**src/twms_pkg.sv**
```systemverilog
// twms_pkg: shared types and constants for the tower window max-sum block
// no dependencies; used by twms_code, tower_window_max_sum and the testbench
`default_nettype none

package twms_pkg;

    // default grid geometry and window range
    localparam int DEF_ETA_BINS   = 128;
    localparam int DEF_PHI_BINS   = 256;
    localparam int DEF_MAX_WINDOW = 5;

    // fixed field widths
    localparam int TOWER_W    = 16;
    localparam int ETA_IDX_W  = 7;
    localparam int PHI_IDX_W  = 8;
    localparam int SIZE_W     = 3;
    localparam int RAW_OUT_W  = 21;
    localparam int TRIG_OUT_W = 14;

    // configuration port
    localparam int ETA_USED_W = 8;
    localparam int PHI_USED_W = 9;
    localparam int CFG_DATA_W = 9;
    localparam int CFG_IDX_W  = 1;
    localparam logic [CFG_IDX_W-1:0]  REG_ETA_BINS_USED = 1'd0;
    localparam logic [CFG_IDX_W-1:0]  REG_PHI_BINS_USED = 1'd1;
    localparam logic [ETA_USED_W-1:0] ETA_USED_RST      = 8'd128;
    localparam logic [PHI_USED_W-1:0] PHI_USED_RST      = 9'd256;

    // input operations
    localparam logic OP_WRITE = 1'b0;
    localparam logic OP_EVAL  = 1'b1;

    // trigger code: round(e * 256 / 45000) as floor((e * 256 + 22500) * M >> 41)
    // M = ceil(2^41 / 45000) is exact for every operand below 2^25
    localparam int CODE_W      = 9;
    localparam int CODE_FRAC_W = 8;
    localparam int CODE_X_W    = 25;
    localparam int CODE_MUL_W  = 26;
    localparam int CODE_SHIFT  = 41;
    localparam logic [CODE_X_W-1:0]   CODE_RND = 25'd22500;
    localparam logic [CODE_MUL_W-1:0] CODE_MUL = 26'd48867184;

    // window ring index, wide enough for the largest window
    localparam int RING_W = 3;

    // tag that travels with each tower read through the code stage
    typedef struct packed {
        logic              valid;
        logic              live;
        logic [RING_W-1:0] ring;
    } twms_tag_t;

endpackage

`default_nettype wire

```
**src/twms_code.sv**
```systemverilog
// twms_code: registered trigger-code stage, one tower per cycle
// depends on twms_pkg for widths, code constants and the tag type
`default_nettype none

module twms_code (
    input  wire logic                        aclk,
    input  wire logic                        aresetn,
    input  wire logic [twms_pkg::TOWER_W-1:0] energy_i,
    input  wire twms_pkg::twms_tag_t         tag_i,
    output twms_pkg::twms_tag_t              tag_o,
    output logic [twms_pkg::TOWER_W-1:0]     raw_o,
    output logic [twms_pkg::CODE_W-1:0]      code_o
);

    localparam int PROD_W = twms_pkg::CODE_X_W + twms_pkg::CODE_MUL_W;

    logic [twms_pkg::TOWER_W-1:0]  energy_live;
    logic [twms_pkg::CODE_X_W-1:0] code_x;
    logic [PROD_W-1:0]             code_prod;

    // towers past the eta edge count as zero
    assign energy_live = tag_i.live ? energy_i : '0;
    assign code_x      = twms_pkg::CODE_X_W'({energy_live, {twms_pkg::CODE_FRAC_W{1'b0}}})
                       + twms_pkg::CODE_RND;
    assign code_prod   = PROD_W'(code_x) * PROD_W'(twms_pkg::CODE_MUL);

    always_ff @(posedge aclk) begin
        if (!aresetn) begin
            tag_o <= '0;
        end else begin
            tag_o <= tag_i;
        end
    end

    always_ff @(posedge aclk) begin
        raw_o  <= energy_live;
        code_o <= code_prod[twms_pkg::CODE_SHIFT +: twms_pkg::CODE_W];
    end

endmodule

`default_nettype wire

```
**config.mk**
```make
export PLATFORM = sky130hd
export DESIGN_NAME = twms_code
export DESIGN_NICKNAME = d
export VERILOG_FILES = /design/src/twms_pkg.sv /design/src/twms_code.sv
export SDC_FILE = /design/constraint.sdc
export NUM_CORES = 1
export LEC_CHECK = 0
export BUFFER_PORTS_ARGS = -buffer_cell sky130_fd_sc_hd__buf_2
export CAP_MARGIN = 10
export CORE_UTILIZATION = 30
export CTS_BUF_LIST = sky130_fd_sc_hd__clkbuf_4
export DETAILED_ROUTE_END_ITERATION = 8
export PLACE_DENSITY = 0.43
export SLEW_MARGIN = 5
export SYNTH_ARGS = -nofsm -noshare
export SYNTH_HDL_FRONTEND = slang
export SYNTH_SLANG_ARGS = --single-unit
```
**constraint.sdc**
```tcl
create_clock -name aclk -period 10.2 [get_ports aclk]
set_input_delay 0.51 -clock aclk [delete_from_list [all_inputs] [get_ports aclk]]
set_output_delay 0.51 -clock aclk [all_outputs]
set_load 0.005 [all_outputs]
```
==> reports/summary.txt <==
initial detailed-routing violation count: 256
setup TNS: 0 ns
final setup margin: 1.77 ns
# placed instances: 1,439
Post-CTS Setup Repair Bufs: 0
total global routing overflow: 0
Cell Area, Placed: 10,100 um^2
slowest CP cell: fa_1
Tmin final: 8.43 ns
Crit Path Category: in -> reg
min-delay worst type: in -> reg
run status: finished clean
largest net degree at the start of global routing: 23
Syn Std Cell Area: 9290 um^2
global-route wire length before repair: 40,600 um
GP Congestion: 0.887
WL final: 25,300 um
Worst setup SP type: primary input
design area: 10,100 um^2
HPWL Detailed: 23,000 um
flops & latches, synth: 30
drc violations: 0
Die Y: 178 um
Final Hold Fails: 0
share of the clock period used by the worst path: 0.827
syn avg cell area: 9.35 um^2
row cnt: 64
hold-critical path depth: 2
RSZ-0062 raised after global routing: false
IO Count: 53
final max-slew violation count: 0
post-cts resize count: 0
CP endpoint kind: flop
die area: 31,700 um^2
# setup viols final: 0
syn nets: 1,364
critical path data required time: 10.50 ns
Root Driver: clkbuf_4
fin nets: 1,421
# H-tree levels: 2
count of distinct cell types in the synthesized netlist: 52
Slew HR: 0.429
Total Routing Usage GR: 0.176
hold buffer count at CTS: 0
Core ar.: 30,500 um^2
clock buffer depth: 2
Initial Utilization: 0.304
DRT antenna net count: 0
TritonCTS Sinks: 30
DP Worst Slack: 1.43 ns
number of max-cap violations: 0
TritonCTS clock tree: yes
Reg clk slew, reported paths: 0.12 ns
Seq/Total Area, Yosys: 0.0647
# diodes: 0
first-pass iteration count of the detailed router: 4
Vias/cell: 4.38
non-filler cells, final: 1,447
fmax: 119 MHz
Chip Width: 178 um
Post-synth EDFFs: 0
TritonCTS Buffers: 5
wire length per cell: 17.5 um
worst slew pin tran: 0.835 ns
crit path max fanout: 22
Cells after Synth: 993
yosys warns: 0
layout cells sized above 1: 0.0723
DR vias: 6,337
initial antenna violation count: 1
CP peak stage delay: 0.62 ns
Main synth FF type: dfxtp_1
P&R area growth vs syn: 8.85%
vias in the first global route: 6,784
Async SR Flop Fraction: 0
Worst Path Arrival: 8.73 ns
port bufs: 52
## flip-flops by register name, summed over array words and instances, names as in the netlist
signal  flops
raw_o      16
code_o      9
tag_o       5
## metrics by stage
stage / hold WS, ns / utilization
after floorplan: 0.632 / -
after global placement: 0.721 / 0.330
after detailed placement: 0.719 / 0.330
after CTS: 0.301 / 0.331
after global routing: 0.297 / 0.331
final: 0.331 / 0.331
## placed cells by master, fill, tap and decap left out, types with 6 or more instances in the layout
| cell type | Yosys | routed |
|---|---|---|
| a21o_1 | 24 | 24 |
| nand2_1 | 42 | 42 |
| nor2_1 | 21 | 21 |
| ha_1 | 179 | 179 |
| nand4_1 | 7 | 7 |
| o21ai_0 | 19 | 19 |
| inv_1 | 332 | 332 |
| xnor2_1 | 33 | 33 |
| fa_1 | 169 | 169 |
| a21oi_1 | 26 | 26 |
| dfxtp_1 | 30 | 30 |
| and2_1 | 9 | 9 |
| xor2_1 | 9 | 9 |
| buf_2 | 2 | 52 |
| buf_4 | 0 | 6 |
| nand3_1 | 11 | 11 |
| and3_1 | 9 | 9 |
| nand2b_1 | 8 | 8 |
## cells in the mapped netlist (all sizes together) (8+ instances only)
master,count,area [um^2]
fa,169,3380
a21oi,26,130
a21o,24,180
and3,9,56.3
nand3,11,55.1
inv,333,1250
o21ai,20,100
nand2b,8,50.1
ha,179,2240
and2,9,56.3
xor2,9,78.8
nand2,42,158
dfxtp,30,601
nor2,21,78.8
xnor2,35,333
## worst max-delay path: cells and delay by family
family	cells	cell delay, ns
AOI/OAI and AO/OA	6	1.56
xor gates and xnor gates	1	0.53
adders and majority gates	9	4.08
buffers and inverters	7	0.92
muxes	1	0.29
and+or+nand+nor	5	0.83
## cells by family (layout without fill, tap and decap cells)
kind of cell / after synthesis / in the layout / synth area share
AND/OR/NAND/NOR: 119 / 119 / 0.0622
AO/OA/AOI/OAI: 107 / 107 / 0.0795
XOR/XNOR: 45 / 45 / 0.0467
buffers and inverters: 341 / 399 / 0.138
multiplexers: 3 / 3 / 0.00337
flip-flops: 30 / 30 / 0.0647
adder cells (fa/ha/maj): 348 / 348 / 0.605
## layout make-up
| cell class | count | area, um^2 |
|---|---|---|
| clock buffers | 5 | 37.5 |
| inverters | 333 | 1250 |
| multi-input cells | 622 | 7400 |
| fillers | 3228 | 20400 |
| well taps | 396 | 495 |
| clock inverters | 3 | 16.3 |
| repair buffers | 58 | 305 |
| flip-flops and latches | 30 | 601 |
## routing by layer
metal  global-route usage  share of wire
met1                0.258           0.50
met2                0.283           0.47
met3               0.0197          0.026
met4               0.0228         0.0087
met5                    0              0
## worst paths after layout
check / slack, ns / start / end
max: 1.77 / tag_i[3] / code_o[7]$_DFF_P_
min: 0.33 / tag_i[1] / tag_o[1]$_SDFF_PN0_
Power is left out: the tool's default activity adds up to more than one toggle a clock period on the data nets, which glitch-free logic cannot reach.
